==> src/cau_pkg.sv <==
// Shared types, widths and codes of the complex arithmetic unit.
package cau_pkg;

    // Number format: signed fixed point, WORD_BITS wide with FRACTION_BITS fraction bits.
    localparam int WORD_BITS     = 32;
    localparam int FRACTION_BITS = 16;
    localparam int ACTION_BITS   = 4;

    // Internal widths: full products, sums of two products, and the divider remainder.
    localparam int PROD_BITS = 2 * WORD_BITS;
    localparam int SUM_BITS  = PROD_BITS + 1;
    localparam int REM_BITS  = SUM_BITS + FRACTION_BITS;

    // Command queue between the front and the execution pipeline (power of two).
    localparam int QUEUE_DEPTH = 4;
    localparam int QUEUE_AW    = $clog2(QUEUE_DEPTH);

    // Execution stages: three setup stages, the divider entry, one per quotient bit, output.
    localparam int EXEC_STAGES = WORD_BITS + 5;
    localparam int CAPACITY    = 1 + QUEUE_DEPTH + EXEC_STAGES;

    // Saturation limits, as magnitudes and as words.
    localparam logic [SUM_BITS-1:0] MAG_MAX =
        {{(SUM_BITS - WORD_BITS + 1){1'b0}}, {(WORD_BITS - 1){1'b1}}};
    localparam logic [SUM_BITS-1:0] MAG_MIN = MAG_MAX + SUM_BITS'(1);
    localparam logic [WORD_BITS-1:0] WORD_MAX = {1'b0, {(WORD_BITS - 1){1'b1}}};
    localparam logic [WORD_BITS-1:0] WORD_MIN = {1'b1, {(WORD_BITS - 1){1'b0}}};

    // Action codes on the input channel.
    localparam logic [ACTION_BITS-1:0] ACT_ADD        = 4'd0;
    localparam logic [ACTION_BITS-1:0] ACT_ADD_SCALAR = 4'd1;
    localparam logic [ACTION_BITS-1:0] ACT_SUB        = 4'd2;
    localparam logic [ACTION_BITS-1:0] ACT_SUB_SCALAR = 4'd3;
    localparam logic [ACTION_BITS-1:0] ACT_MUL        = 4'd4;
    localparam logic [ACTION_BITS-1:0] ACT_MUL_SCALAR = 4'd5;
    localparam logic [ACTION_BITS-1:0] ACT_DIV        = 4'd6;
    localparam logic [ACTION_BITS-1:0] ACT_DIV_SCALAR = 4'd7;
    localparam logic [ACTION_BITS-1:0] ACT_NEGATE     = 4'd8;
    localparam logic [ACTION_BITS-1:0] ACT_COMPARE    = 4'd9;

    // Operation kinds after classification.
    localparam int KIND_BITS = 3;
    localparam logic [KIND_BITS-1:0] KIND_NONE = 3'd0;
    localparam logic [KIND_BITS-1:0] KIND_ADD  = 3'd1;
    localparam logic [KIND_BITS-1:0] KIND_SUB  = 3'd2;
    localparam logic [KIND_BITS-1:0] KIND_MUL  = 3'd3;
    localparam logic [KIND_BITS-1:0] KIND_DIV  = 3'd4;
    localparam logic [KIND_BITS-1:0] KIND_NEG  = 3'd5;
    localparam logic [KIND_BITS-1:0] KIND_CMP  = 3'd6;

    typedef struct packed {
        logic [ACTION_BITS-1:0]      action;
        logic signed [WORD_BITS-1:0] left_real;
        logic signed [WORD_BITS-1:0] left_imag;
        logic signed [WORD_BITS-1:0] right_real;
        logic signed [WORD_BITS-1:0] right_imag;
    } cau_in_t;

    typedef struct packed {
        logic signed [WORD_BITS-1:0] result_real;
        logic signed [WORD_BITS-1:0] result_imag;
        logic                        is_equal;
        logic                        divide_by_zero;
        logic                        overflowed;
    } cau_out_t;

    // Classification of one item.
    typedef struct packed {
        logic [KIND_BITS-1:0] kind;
        logic                 scalar;
    } class_t;

    // Classified command handed from the front to the execution pipeline.
    typedef struct packed {
        class_t                      cls;
        logic signed [WORD_BITS-1:0] ar;
        logic signed [WORD_BITS-1:0] ai;
        logic signed [WORD_BITS-1:0] br;
        logic signed [WORD_BITS-1:0] bi;
    } cmd_t;

endpackage

==> src/cau_front.sv <==
// Input stage: accepts items, classifies the action and holds one command.
module cau_front import cau_pkg::*; (
    input  logic    aclk,
    input  logic    aresetn,
    input  logic    s_valid,
    output logic    s_ready,
    input  cau_in_t s_data,
    output logic    cmd_valid,
    input  logic    cmd_ready,
    output cmd_t    cmd
);

    logic   front_valid_reg, front_valid_next;
    cmd_t   cmd_reg;
    class_t cls_next;
    logic   take;

    // Decode the action code into an operation kind and a scalar flag.
    always_comb begin
        cls_next.kind   = KIND_NONE;
        cls_next.scalar = 1'b0;
        case (s_data.action)
            ACT_ADD:        cls_next.kind = KIND_ADD;
            ACT_ADD_SCALAR: begin
                cls_next.kind   = KIND_ADD;
                cls_next.scalar = 1'b1;
            end
            ACT_SUB:        cls_next.kind = KIND_SUB;
            ACT_SUB_SCALAR: begin
                cls_next.kind   = KIND_SUB;
                cls_next.scalar = 1'b1;
            end
            ACT_MUL:        cls_next.kind = KIND_MUL;
            ACT_MUL_SCALAR: begin
                cls_next.kind   = KIND_MUL;
                cls_next.scalar = 1'b1;
            end
            ACT_DIV:        cls_next.kind = KIND_DIV;
            ACT_DIV_SCALAR: begin
                cls_next.kind   = KIND_DIV;
                cls_next.scalar = 1'b1;
            end
            ACT_NEGATE:     cls_next.kind = KIND_NEG;
            ACT_COMPARE:    cls_next.kind = KIND_CMP;
            default:        cls_next.kind = KIND_NONE;
        endcase
    end

    // The holding register takes a new item whenever it is empty or drains this cycle.
    assign s_ready   = !front_valid_reg || cmd_ready;
    assign take      = s_valid && s_ready;
    assign cmd_valid = front_valid_reg;
    assign cmd       = cmd_reg;

    always_comb begin
        front_valid_next = take ? 1'b1 : (front_valid_reg && !cmd_ready);
    end

    always_ff @(posedge aclk) begin
        if (!aresetn) begin
            front_valid_reg <= 1'b0;
        end else begin
            front_valid_reg <= front_valid_next;
        end
    end

    always_ff @(posedge aclk) begin
        if (take) begin
            cmd_reg.cls <= cls_next;
            cmd_reg.ar  <= s_data.left_real;
            cmd_reg.ai  <= s_data.left_imag;
            cmd_reg.br  <= s_data.right_real;
            cmd_reg.bi  <= s_data.right_imag;
        end
    end

endmodule

==> config.mk <==
export PLATFORM = sky130hd
export DESIGN_NAME = cau_front
export DESIGN_NICKNAME = d
export VERILOG_FILES = /design/src/cau_pkg.sv /design/src/cau_front.sv
export SDC_FILE = /design/constraint.sdc
export NUM_CORES = 1
export LEC_CHECK = 0
export BUFFER_PORTS_ARGS = -buffer_cell sky130_fd_sc_hd__buf_2
export CAP_MARGIN = 20
export CELL_PAD_IN_SITES_DETAIL_PLACEMENT = 0
export CELL_PAD_IN_SITES_GLOBAL_PLACEMENT = 2
export CORE_MARGIN = 2
export CORE_UTILIZATION = 29
export DETAILED_ROUTE_END_ITERATION = 8
export PLACE_DENSITY = 0.94
export SLEW_MARGIN = 20
export SYNTH_ARGS = -nofsm -noshare
export SYNTH_HDL_FRONTEND = slang
export SYNTH_SLANG_ARGS = --single-unit
==> constraint.sdc <==
create_clock -name aclk -period 8.5 [get_ports aclk]
set_input_delay 0.425 -clock aclk [delete_from_list [all_inputs] [get_ports aclk]]
set_output_delay 0.425 -clock aclk [all_outputs]
set_load 0.03 [all_outputs]
==> run metrics <==
most frequently used flop master after synthesis=edfxtp_1; pwr/cell area=268 nW/µm²; proportion of layout cells with a drive suffix above 1=66.3%; flip-flop count of the largest register, all copies and words added=132; CTS Sinks=133; Max VDD drop=0.000141 V; combinational share of power=9.7%; Crit Path Category=reg -> reg; DR iter-0 viols=94; flop and latch count out of synthesis=133; Initial Util=29.5%; count of final hold-check violations=0; fraction of power consumed by the clock network=43.9%; final core utilization=between 40% and 50%; Layout Skew=6.38 ps; number of setup violations in the final report=0; Port Buffer Count=approximately 270; number of warnings printed during yosys synthesis=0; category of the worst setup path launch point=register; Critical Path AT=between 2000 and 2500 ps; CTS clk-pin slew, worst paths=60 ps; wire length of the first global-routing pass=13700 µm; mean instance size in the synthesized netlist=27.9 µm²; synth top area cells=edfxtp_1 (97%), dfxtp_1 (0.49%), nor2b_1 (0.31%); Total Routing Usage GR=between 10 and 15%; FP Rows=43; vias in the first global route=about 2600; setup repair after global routing missed its margin=no; count of nets left with antenna violations after detail routing=0; sequential element share of the synthesized area=97.9%; net count of the mapped netlist=between 200 and 300; max-slew violation total from the final report=0; Internal Pwr Total=~1300 µW; netlist area before placement=a little over 4000 µm²; cell type with the highest aggregate area in the netlist=edfxtp_1; clock latency at the later pin of the worst-skew pair=410 ps; run status=finished clean; sequential share of power=a little under half; count of instances resized after the clock tree is built=0; H-tree lvl count=4; count leader, synth=edfxtp_1; routed len/inst=15.8 µm; antenna cells=0; pin count of the biggest net entering global routing=71; required time reported for the critical path endpoint=8530 ps; max-capacitance violation count=0; Critical-path top delay cell=buf_4; area of the core=13800 µm²; total cell area at the placement stage=roughly 5700 µm²; final critical path time including I/O delays and setup=2400 ps; clock buffer count from CTS=17; total via count after detailed routing=2572; CTS Root Cell=clkbuf_16; area of the die=~15000 µm²; Post-CTS Setup Inserts=0; final cycle utilization of the critical path=28.2%; number of antenna violations at the first check in global routing=1; slew of the pin with the lowest slew margin=893 ps; summed area of non-filler cells in the final layout=6250 µm²; commonest cells in the netlist=edfxtp_1 (132), nor2b_1 (2); placed cell count=596; setup TNS after final layout=0 ps; post-DR vias/cell=4.10; multi-input logic area=83.8 µm²; Pre-antenna DRT Iters=4; P_sw=375 µW; number of standard cells in the final layout excluding fillers=628; Synth-to-Final Area Change=53.5%; Sequential cell area=3980 µm²; critical path cell sequence=nand2b_1 > and2_4 > buf_4; net total in the final layout=571; Cell variety after synth=14; count of flip-flops with a built-in enable after synthesis=132; async set or reset register ratio after synthesis=0%; Power, Total=approximately 1700 µW; die height=~120 µm; post-synth top area share=97.4%; worst slew margin relative to its limit=between 40% and 50%; final weighted congestion in routability-driven placement=0.722; residual DRC count=0; width of the die=122 µm; leakage power=approximately 0.0027 µW; Layout fillers=1247; cells after synthesis=146; number of placed I/O pins=270; Highest Clock Rate=417 MHz; total gr overflow=0; crit path capture type=register; switching share of total power=22.4%; maximum fanout along the worst path=70; highest cell delay on the worst timing path=~790 ps; CTS max path bufs=2; total of hold buffers inserted after clock tree synthesis=0; total detailed-routing wirelength=9910 µm; clock tree from TritonCTS=yes; class of the most critical hold timing path=in -> reg
==> kinds of logic after synthesis <==
kind of cell	after synthesis	synth area share, %
compound gates	5	0.892
flops	133	97.9
simple gates	7	1.11
buf+inv	1	0.0922
==> cell usage in the layout, fill, tap and decap left out, drive strengths merged <==
cell / count
buf: 270
edfxtp: 132
clkbuf: 20
clkinv: 8
bufinv: 4
nor2b: 2
o21a: 1
nor2: 1
and3b: 1
o21ai: 1
o31a: 1
nor3b: 1
a21o: 1
nand2b: 1
and2: 1
inv: 1
a21boi: 1
dfxtp: 1
==> critical path: cells and delay by family (launching register included) <==
kind	cells	cell delay (ps)
AND/OR/NAND/NOR	2	790
buffers and inverters	1	790
flip-flops	1	310
==> per-stage QoR <==
step | setup WS, ps | hold slack [ps]
final | 6100 | 186
after global routing | 5930 | 159
after CTS | 6080 | 159
after detailed placement | 5870 | 539
after global placement | 5980 | 505
after floorplan | 4160 | 524
==> power groups by stage <==
stage               clock network, µW  registers, µW  logic, µW
floorplan                           0            873       14.0
global placement                    0            789        163
detailed placement                  0            792        166
CTS                               757            779        166
global route                      787            781        174
finish                            736            778        163
==> final timing paths <==
check | slack, ps | cells past startpoint | endpoint | from
max | 6100 | 3 | cmd[53] | cmd_valid
min | 190 | 1 | cmd[123] | s_data[123]
max reg2reg | 6100 | 3 | cmd[53] | cmd_valid
min reg2reg | 550 | 2 | cmd_valid | cmd_valid
==> layer usage <==
layer / global-route usage [%] / share of wire, %
met1: 13.0 / 35
met2: 21.0 / 50
met3: 7.20 / 12
met4: 7.11 / 2.1
met5: 0 / 0.18
==> area by class of cell <==
class / count / share of cell area [%]
clock buffer: 20 / 6.99
clock inverter: 12 / 2.56
inverter: 1 / 0.0601
multi-input combinational: 12 / 1.34
sequential: 133 / 63.8
tap: 180 / 3.61
timing repair buffer: 270 / 21.7
Power figures use the tool's default switching activity.
