File: src/cau_pkg.sv
// Shared types, widths and codes of the complex arithmetic unit.
package cau_pkg;

    // Number format: signed fixed point, WORD_BITS wide with FRACTION_BITS fraction bits.
    localparam int WORD_BITS     = 32;
    localparam int FRACTION_BITS = 16;
    localparam int ACTION_BITS   = 4;

    // Internal widths: full products, sums of two products, and the divider remainder.
    localparam int PROD_BITS = 2 * WORD_BITS;
    localparam int SUM_BITS  = PROD_BITS + 1;
    localparam int REM_BITS  = SUM_BITS + FRACTION_BITS;

    // Command queue between the front and the execution pipeline (power of two).
    localparam int QUEUE_DEPTH = 4;
    localparam int QUEUE_AW    = $clog2(QUEUE_DEPTH);

    // Execution stages: three setup stages, the divider entry, one per quotient bit, output.
    localparam int EXEC_STAGES = WORD_BITS + 5;
    localparam int CAPACITY    = 1 + QUEUE_DEPTH + EXEC_STAGES;

    // Saturation limits, as magnitudes and as words.
    localparam logic [SUM_BITS-1:0] MAG_MAX =
        {{(SUM_BITS - WORD_BITS + 1){1'b0}}, {(WORD_BITS - 1){1'b1}}};
    localparam logic [SUM_BITS-1:0] MAG_MIN = MAG_MAX + SUM_BITS'(1);
    localparam logic [WORD_BITS-1:0] WORD_MAX = {1'b0, {(WORD_BITS - 1){1'b1}}};
    localparam logic [WORD_BITS-1:0] WORD_MIN = {1'b1, {(WORD_BITS - 1){1'b0}}};

    // Action codes on the input channel.
    localparam logic [ACTION_BITS-1:0] ACT_ADD        = 4'd0;
    localparam logic [ACTION_BITS-1:0] ACT_ADD_SCALAR = 4'd1;
    localparam logic [ACTION_BITS-1:0] ACT_SUB        = 4'd2;
    localparam logic [ACTION_BITS-1:0] ACT_SUB_SCALAR = 4'd3;
    localparam logic [ACTION_BITS-1:0] ACT_MUL        = 4'd4;
    localparam logic [ACTION_BITS-1:0] ACT_MUL_SCALAR = 4'd5;
    localparam logic [ACTION_BITS-1:0] ACT_DIV        = 4'd6;
    localparam logic [ACTION_BITS-1:0] ACT_DIV_SCALAR = 4'd7;
    localparam logic [ACTION_BITS-1:0] ACT_NEGATE     = 4'd8;
    localparam logic [ACTION_BITS-1:0] ACT_COMPARE    = 4'd9;

    // Operation kinds after classification.
    localparam int KIND_BITS = 3;
    localparam logic [KIND_BITS-1:0] KIND_NONE = 3'd0;
    localparam logic [KIND_BITS-1:0] KIND_ADD  = 3'd1;
    localparam logic [KIND_BITS-1:0] KIND_SUB  = 3'd2;
    localparam logic [KIND_BITS-1:0] KIND_MUL  = 3'd3;
    localparam logic [KIND_BITS-1:0] KIND_DIV  = 3'd4;
    localparam logic [KIND_BITS-1:0] KIND_NEG  = 3'd5;
    localparam logic [KIND_BITS-1:0] KIND_CMP  = 3'd6;

    typedef struct packed {
        logic [ACTION_BITS-1:0]      action;
        logic signed [WORD_BITS-1:0] left_real;
        logic signed [WORD_BITS-1:0] left_imag;
        logic signed [WORD_BITS-1:0] right_real;
        logic signed [WORD_BITS-1:0] right_imag;
    } cau_in_t;

    typedef struct packed {
        logic signed [WORD_BITS-1:0] result_real;
        logic signed [WORD_BITS-1:0] result_imag;
        logic                        is_equal;
        logic                        divide_by_zero;
        logic                        overflowed;
    } cau_out_t;

    // Classification of one item.
    typedef struct packed {
        logic [KIND_BITS-1:0] kind;
        logic                 scalar;
    } class_t;

    // Classified command handed from the front to the execution pipeline.
    typedef struct packed {
        class_t                      cls;
        logic signed [WORD_BITS-1:0] ar;
        logic signed [WORD_BITS-1:0] ai;
        logic signed [WORD_BITS-1:0] br;
        logic signed [WORD_BITS-1:0] bi;
    } cmd_t;

endpackage

File: src/cau_queue.sv
// Small command queue that decouples the front from the execution pipeline.
module cau_queue import cau_pkg::*; (
    input  logic aclk,
    input  logic aresetn,
    input  logic push_valid,
    output logic push_ready,
    input  cmd_t push_cmd,
    output logic pop_valid,
    input  logic pop_en,
    output cmd_t pop_cmd
);

    cmd_t                mem_reg [QUEUE_DEPTH];
    logic [QUEUE_AW-1:0] wr_ptr_reg, wr_ptr_next;
    logic [QUEUE_AW-1:0] rd_ptr_reg, rd_ptr_next;
    logic [QUEUE_AW:0]   count_reg, count_next;
    logic                push, pop;

    // Flow control from the fill count.
    assign push_ready = count_reg != (QUEUE_AW + 1)'(QUEUE_DEPTH);
    assign pop_valid  = count_reg != '0;
    assign push       = push_valid && push_ready;
    assign pop        = pop_en && pop_valid;
    assign pop_cmd    = mem_reg[rd_ptr_reg];

    // Pointers wrap naturally since the depth is a power of two.
    always_comb begin
        wr_ptr_next = push ? wr_ptr_reg + QUEUE_AW'(1) : wr_ptr_reg;
        rd_ptr_next = pop ? rd_ptr_reg + QUEUE_AW'(1) : rd_ptr_reg;
        count_next  = count_reg + {{QUEUE_AW{1'b0}}, push} - {{QUEUE_AW{1'b0}}, pop};
    end

    always_ff @(posedge aclk) begin
        if (!aresetn) begin
            wr_ptr_reg <= '0;
            rd_ptr_reg <= '0;
            count_reg  <= '0;
        end else begin
            wr_ptr_reg <= wr_ptr_next;
            rd_ptr_reg <= rd_ptr_next;
            count_reg  <= count_next;
        end
    end

    // Entry storage.
    always_ff @(posedge aclk) begin
        if (push) begin
            mem_reg[wr_ptr_reg] <= push_cmd;
        end
    end

endmodule

File: config.mk
export PLATFORM = sky130hd
export DESIGN_NAME = cau_queue
export DESIGN_NICKNAME = d
export VERILOG_FILES = /design/src/cau_pkg.sv /design/src/cau_queue.sv
export SDC_FILE = /design/constraint.sdc
export NUM_CORES = 1
export LEC_CHECK = 0
export BUFFER_PORTS_ARGS = -buffer_cell sky130_fd_sc_hd__buf_4
export CAP_MARGIN = 20
export CORE_UTILIZATION = 57
export DETAILED_ROUTE_END_ITERATION = 6
export GPL_ROUTABILITY_DRIVEN = 0
export PLACE_DENSITY = 0.79
export SYNTH_ARGS = -nofsm -noshare
export SYNTH_HDL_FRONTEND = slang
export SYNTH_SLANG_ARGS = --single-unit
File: constraint.sdc
create_clock -name aclk -period 5 [get_ports aclk]
set_input_delay 0.25 -clock aclk [delete_from_list [all_inputs] [get_ports aclk]]
set_output_delay 0.25 -clock aclk [all_outputs]
set_load 0.05 [all_outputs]
==> results of run 1 <==
==> metrics by stage <==
| stage | util (%) | hold WS (ns) | std cells | power (W) | worst slack (ns) |
|---|---|---|---|---|---|
| finish | 74.0 | 0.181 | 1660 | 0.0135 | 1.88 |
| global route | 74.0 | 0.197 | 1659 | 0.0139 | 1.66 |
| CTS | 73.9 | 0.167 | 1656 | 0.0136 | 1.78 |
| detailed placement | 65.5 | 0.453 | 1434 | 0.0100 | 2.16 |
| global placement | 65.5 | 0.449 | 1434 | 0.00997 | 2.22 |
| floorplan | - | 0.349 | 738 | 0.00882 | 0.538 |
==> cell usage in the layout, fill, tap and decap left out, types with 3 or more instances in the layout <==
cell             n
mux4_2         132
nand2_1          5
clkinv_2        10
clkinv_1        12
clkbuf_1        11
dlygate4sd3_1  133
nor2b_1          3
xnor2_1          4
diode_2          4
ha_1             6
inv_1            5
and2_4           4
dfxtp_1          7
buf_4          274
clkbuf_16       51
and2_1           3
buf_12           5
edfxtp_1       528
==> worst register-to-register path: stages, from the launching register on <==
cell,delay (ns)
dfxtp_1,0.46
nor2_1,0.11
a21boi_1,0.54
and2_4,0.86
buf_12,0.50
==> metal layers <==
| metal | vias up | routed length (um) | GRT usage, % |
|---|---|---|---|
| li1 | 4045 | - | - |
| met1 | 4756 | 15000 | 29.9 |
| met2 | 395 | 19100 | 36.0 |
| met3 | 58 | 3050 | 5.35 |
| met4 | 2 | 901 | 6.34 |
| met5 | - | 11 | 0 |
==> where the power goes <==
part	internal (W)	switching [W]	leakage, nW
Sequential	0.00546	0.000210	4.91
Combinational	0.00153	0.00277	2.75
Clock	0.00196	0.00152	0.732
Total	0.00895	0.00450	8.39
==> how the worst max path moves through the flow <==
| stage | endpoint | slack (ns) |
|---|---|---|
| 2_1_floorplan | mem_reg[0][0] | 0.54 |
| 3_3_place_gp | mem_reg[2][64] | 2.22 |
| 3_5_place_dp | mem_reg[2][63] | 2.16 |
| 4_1_cts | pop_cmd[53] | 1.78 |
| 5_1_grt | pop_cmd[53] | 1.66 |
| 6_report | pop_cmd[53] | 1.88 |
==> kinds of logic after synthesis <==
group	share of synthesized area (%)
buf+inv	1.17
compound gates	0.128
flops	82.2
simple gates	0.468
xor+xnor	0.180
fa+ha+maj	0.488
mux	15.3
==> cell type report <==
type	count	share of cell area (%)
Antenna cell	4	0.0403
Timing Repair Buffer	412	14.0
Tap cell	448	2.25
Sequential cell	537	64.5
Clock inverter	27	0.720
Multi-Input combinational cell	165	13.1
Inverter	5	0.0755
Clock buffer	62	5.30
==> reports/metrics.cfg, run 1 <==
[routing]
vias=9256
wl_per_cell_um=22.9
dr.pass1.iters=5
routed_wl_mm=38.1
drc_errors=0
ant_nets=0
dr.first_iter.drc_count=687
viasPerCell=5.58

[cts]
postCtsSetupBuffers=0
clock-sinks=537
ctsResizeCount=0
cts_max_path_buffers=3
clock_latency_ns=0.54
path_clk_slew_ns=0.06
cts_tree=built
cts_hold_buf=133
cts_buffers=50
cts-htree-levels=2
cts-root-buf=clkbuf_16

[worst_setup_path]
slowest_stage=dfxtp_4
crit_family=flip-flops
startpoint_type=flop
cp-end-kind=output port
worst-path-stages=3
path_buf_inv=2
r2r_cells=4
crit_type=reg -> out
cp_slowest_stage_delay_ns=0.84
worst-path-max-fanout=74
r2r-start=count_reg[1]
worstPathRequired_ns=4.75
path_cells=buf_12, mux4_2, buf_4
r2r_slack_ns=2.14
reg2reg_to=mem_reg[2][4]
worstPathArrival_ns=2.87

[final_layout]
fin_nets=1314
layout.area.seq_um2=16000
area_delta_synth_final_pct=27.5
drive_gt1_share_pct=40.0
largest_reg_flops=528
fin_area_um2=24900
num-fill-cells=1897
multi_input_area_um2=3250

[power]
ir_worst_vdd_v=0.000509
leakagePower_nw=8.39
power.density_nw_per_um2=541

[yosys]
yosysWarnings=0
netlist_instances=738
synth.most_common_cell=edfxtp_1
synth-edff-count=528
synth_top_cells_by_area=edfxtp_1 81%, mux4_2 15%, dfxtp_1 0.92%, buf_6 0.58%, buf_2 0.38%
synth_seq_cells=537
ys.flop_type=edfxtp_1
synth-async-reset-ratio_pct=0
seq_area_frac_synth_pct=82.2
yosys-top-cells-count=528 x edfxtp_1, 132 x mux4_2, 15 x buf_2
synth_area_um2=19500
syn_nets=881
syn_area_per_cell_um2=26.4
ys_types=19
synth_top_area_share_pct=81.3
synth_largest_area_cell=edfxtp_1

[timing]
fin_crit_ns=3.12
fin_skew_ns=0.00808
period_share_pct=62.5
setup_viol=0
finalMaxSlewViolations=0
slew_headroom_pct=32.6
setup_tns_ns=0
finalHoldViolCount=0
rsz0062_at_grt=no
tightest_slew_ns=1.01
max_freq_mhz=320

[die]
fp.coreArea_um2=33600
die_area_um2=35000
start_util_pct=58.0
ioPinCount=270
fp.dieH_um=187
num_rows=67
die_x_um=187

[placed_design]
hpwlAfterDp_mm=21.3
placed_area_um2=22000
portBuffers=269

[global_routing]
antenna_found_initial=4
grt_pass1_wl_mm=57.4
grt_pass1_vias=9681
overflow=0
grt_usage_pct=22.0
grt_max_degree=87

[worst_hold_path]
hp-class=in -> reg
hold_depth=4
hold_start=pop_en

[run_status]
outcome=completed

[job]
max_cap_viol_count=0

Note: power is estimated with default switching activity, not from simulation.
==> run 2: changes to the inputs <==
==> constraint.sdc (replaced) <==
create_clock -name aclk -period 2.9 [get_ports aclk]
set_input_delay 0.145 -clock aclk [delete_from_list [all_inputs] [get_ports aclk]]
set_output_delay 0.145 -clock aclk [all_outputs]
set_load 0.05 [all_outputs]
==> reports/metrics.cfg, run 2 (synthesis gave the netlist of run 1 again) <==
[final_layout]
final_cell_mix=528 x edfxtp_1, 277 x buf_4, 133 x dlygate4sd3_1
num-fill-cells=1736
fin_nets=1330
area_delta_synth_final_pct=29.1
largest_reg_flops=528
drive_gt1_share_pct=40.3
final_common_cell=edfxtp_1

[timing]
hold_ws_ns=0.0688
finalMaxSlewViolations=0
rsz0062_at_grt=no
tightest_slew_ns=0.663
slew_headroom_pct=55.8
max_freq_mhz=388
fin_skew_ns=0.0179
finalHoldViolCount=0
setup_viol=0
period_share_pct=88.8
fin_crit_ns=2.57

[global_routing]
grt_pass1_vias=10178
overflow=0
grt_pass1_wl_mm=61.6
antenna_found_initial=2
grt_usage_pct=23.9
grt_max_degree=97

[die]
fp.coreArea_um2=33600
start_util_pct=58.0
num_rows=67
die_area_um2=35000
die_x_um=187
ioPinCount=270
fp.dieH_um=187

[cts]
cts_max_path_buffers=3
postCtsSetupBuffers=0
path_clk_slew_ns=0.06
cts_tree=built
clock_latency_ns=0.56
cts_buffers=52
cts-htree-levels=2
cts-root-buf=clkbuf_16
clock-sinks=537

[power]
power.density_nw_per_um2=944
p_switching_w=0.00796
leakagePower_nw=8.53
p_int_w=0.0158
fin_total_pwr_w=0.0238
switching_share_pct=33.5
ir_worst_vdd_v=0.000712
power_frac_comb_pct=32.7
power_frac_seq_pct=40.7
clkPwrFrac_pct=26.6

[worst_setup_path]
reg2reg_to=count_reg[2]
endpoint=pop_cmd[76]
cp-end-kind=output port
r2r_slack_ns=0.51
startpoint_type=flop
worstPathArrival_ns=2.43
r2r_cells=12
r2r-start=count_reg[1]
worst-path-max-fanout=23
worstPathRequired_ns=2.76
crit_type=reg -> out

[worst_hold_path]
hold_depth=4
hp-class=in -> reg
hold_start=pop_en

[placed_design]
portBuffers=269
hpwlAfterDp_mm=22.2

[run_status]
outcome=completed

[routing]
drc_errors=0
dr.first_iter.drc_count=622
vias=9476
routed_wl_mm=40.9
viasPerCell=5.65
dr.pass1.iters=5
wl_per_cell_um=24.4
ant_nets=0

[job]
max_cap_viol_count=0

==> run 2: changes by cell type in the layout (fill, tap and decap cells not counted), sizes merged <==
cell,previous run,this run
clkbuf,62,67
buf,279,293
diode,4,3
bufinv,2,3
clkinvlp,2,0
==> run 2: repair_timing <==
action / 4_1_cts / 5_1_grt
hold buffers: 133 / 0
gates resized for setup: 0 / 0
endpoints found under the hold margin: 537 / 0
==> run 2: metrics by stage <==
step	setup slack, ns	utilization, %	instances	area (um^2)	TNS (ns)
after floorplan	-0.113	-	738	19500	-59.72
after global placement	0.595	66.3	1448	22300	0
after detailed placement	0.518	66.3	1448	22300	0
after CTS	0.267	74.9	1674	25200	0
after global routing	0.213	74.9	1676	25200	0
final	0.325	74.9	1677	25200	0
==> run 2: area by class of cell <==
cell class / count / area (um^2) / area share, %
clock inverters: 26 / 191 / 0.760
flip-flops and latches: 537 / 16000 / 63.7
diodes: 3 / 7.51 / 0.0298
repair buffers: 426 / 3730 / 14.8
multi-input cells: 165 / 3250 / 12.9
well taps: 448 / 561 / 2.23
clock buffers: 67 / 1380 / 5.48
inverters: 5 / 18.8 / 0.0745
==> run 2: worst min-delay path by stage <==
stage          slack, ns             end
2_1_floorplan       0.24   mem_reg[0][0]
3_3_place_gp        0.34  mem_reg[1][23]
3_5_place_dp        0.35  mem_reg[2][23]
4_1_cts             0.04   rd_ptr_reg[0]
5_1_grt             0.07   rd_ptr_reg[0]
6_report            0.07   rd_ptr_reg[0]
==> run 2: power groups by stage <==
stage	combinational (W)	sequential [W]	clock [W]
2_1_floorplan	0.00543	0.00972	0
3_3_place_gp	0.00755	0.00976	0
3_5_place_dp	0.00761	0.00982	0
4_1_cts	0.00782	0.00968	0.00640
5_1_grt	0.00807	0.00975	0.00668
6_report	0.00777	0.00968	0.00632
==> run 2: routing by layer <==
metal,global-route usage [%],part of all wire [%],vias up
li1,-,-,4085
met1,31.2,38,4909
met2,40.2,51,411
met3,5.76,7.9,71
met4,7.44,2.6,0
met5,0,0,-
==> run 2: critical path, cell delays in order, from the launching register on <==
cell	delay [ns]
dfxtp_4	0.59
buf_12	0.28
buf_4	0.23
mux4_2	0.53
buf_4	0.21
==> run 3: changes to the inputs <==
--- a/config.mk
+++ b/config.mk
@@ -7,6 +7,7 @@
 export LEC_CHECK = 0
 export BUFFER_PORTS_ARGS = -buffer_cell sky130_fd_sc_hd__buf_4
 export CAP_MARGIN = 20
+export CORE_MARGIN = 5
 export CORE_UTILIZATION = 57
 export DETAILED_ROUTE_END_ITERATION = 6
 export GPL_ROUTABILITY_DRIVEN = 0
==> constraint.sdc (replaced) <==
create_clock -name aclk -period 2.6 [get_ports aclk]
set_input_delay 0.13 -clock aclk [delete_from_list [all_inputs] [get_ports aclk]]
set_output_delay 0.13 -clock aclk [all_outputs]
set_load 0.05 [all_outputs]
==> reports/metrics.cfg, run 3 (synthesis gave the netlist of run 1 again) <==
[run_status]
outcome=completed

[cts]
cts_buffers=50
cts_tree=built
postCtsSetupBuffers=0
clock-sinks=537
path_clk_slew_ns=0.06
cts_hold_buf=133
clock_latency_ns=0.55
cts_max_path_buffers=3
cts-root-buf=clkbuf_16
cts-htree-levels=2
ctsResizeCount=0

[worst_setup_path]
crit_type=reg -> reg
r2r_slack_ns=0.18
endpoint=count_reg[2]
worst-path-max-fanout=6
r2r-start=count_reg[1]
cp-startpoint=count_reg[1]
startpoint_type=flop
reg2reg_to=count_reg[2]
worstPathArrival_ns=2.87
cp-end-kind=flop
r2r_cells=11
worstPathRequired_ns=3.05

[final_layout]
fin_nets=1325
stdcell_count=1672
final_cell_mix=528 x edfxtp_1, 276 x buf_4, 133 x dlygate4sd3_1
drive_gt1_share_pct=40.3
largest_reg_flops=528
area_delta_synth_final_pct=28.8
final_common_cell=edfxtp_1

[global_routing]
overflow=0
grt_usage_pct=21.2
grt_pass1_wl_mm=62.0
grt_pass1_vias=10249
antenna_found_initial=2
grt_max_degree=69

[placed_design]
portBuffers=269
hpwlAfterDp_mm=23.0
placed_cells=1445

[timing]
fin_skew_ns=0.0119
slew_headroom_pct=62.6
hold_ws_ns=0.0704
tightest_slew_ns=0.560
fin_crit_ns=2.42
finalMaxSlewViolations=0
setup_viol=0
rsz0062_at_grt=no
max_freq_mhz=413
period_share_pct=93.2
finalHoldViolCount=0
setup_tns_ns=0

[routing]
wl_per_cell_um=24.3
wl_met1_mm=15.7
dr.pass1.iters=5
routed_wl_mm=40.6
vias=9428
viasPerCell=5.64
routed-wl-met3_mm=3.20
drc_errors=0
dr.first_iter.drc_count=851
top_layer=met4
ant_nets=0
wl_met2_mm=20.8

[job]
max_cap_viol_count=0

[power]
fin_total_pwr_w=0.0262
power.density_nw_per_um2=1040
ir_worst_vdd_v=0.000830
leakagePower_nw=8.51

[worst_hold_path]
hold_depth=4
hp-class=in -> reg

[die]
ioPinCount=270
die_area_um2=38000
start_util_pct=57.9
num_rows=67
die_x_um=195
fp.dieH_um=195
fp.coreArea_um2=33700

## run 3: cell types whose count changed in the layout (fill, tap and decap cells not counted), sizes merged
cell,before,now
clkbuf,67,71
buf,293,290
clkinv,22,19
bufinv,3,2
diode,3,2
inv,6,5
## run 3: worst max-delay path, stage by stage, from the launching register on
cell	delay (ns)
dfxtp_1	0.45
nor2_1	0.11
a21boi_1	0.25
inv_1	0.07
ha_1	0.30
inv_1	0.06
ha_1	0.13
inv_1	0.06
fa_1	0.42
xnor2_1	0.20
xnor2_1	0.11
and2_1	0.17
## run 3: per-layer routing
metal / GRT usage, % / vias to the layer above
met4: 5.43 / 0
met3: 4.29 / 65
li1: - / 4062
met5: 0 / -
met2: 35.3 / 418
met1: 29.7 / 4883
## run 3: power breakdown
| group | switching, W | internal, W | leakage, nW |
|---|---|---|---|
| combinational | 0.00555 | 0.00306 | 2.83 |
| sequential | 0.000242 | 0.0105 | 4.91 |
| clock | 0.00292 | 0.00397 | 0.763 |
## run 3: worst min path at each step
stage / startpoint / endpoint / slack, ns
floorplan: push_cmd[0] / mem_reg[0][0] / 0.23
global placement: push_cmd[88] / mem_reg[2][88] / 0.33
detailed placement: push_cmd[89] / mem_reg[3][89] / 0.33
CTS: pop_en / rd_ptr_reg[0] / 0.02
global route: pop_en / flop / 0.09
finish: pop_en / rd_ptr_reg[0] / 0.07
## run 3: layout make-up
| class | instances | area (um^2) |
|---|---|---|
| Antenna cell | 2 | 5.00 |
| Clock buffer | 71 | 1410 |
| Clock inverter | 21 | 141 |
| Fill cell | 1773 | 8580 |
| Inverter | 5 | 18.8 |
| Multi-Input combinational cell | 165 | 3250 |
| Sequential cell | 537 | 16000 |
| Tap cell | 448 | 561 |
| Timing Repair Buffer | 423 | 3680 |
## run 3: through the flow
step | setup slack (ns) | util, % | area [um^2]
floorplan | -0.413 | - | 19500
global placement | 0.402 | 65.9 | 22200
detailed placement | 0.175 | 65.9 | 22200
CTS | 0.127 | 74.5 | 25100
global route | 0.0152 | 74.5 | 25100
finish | 0.176 | 74.5 | 25100
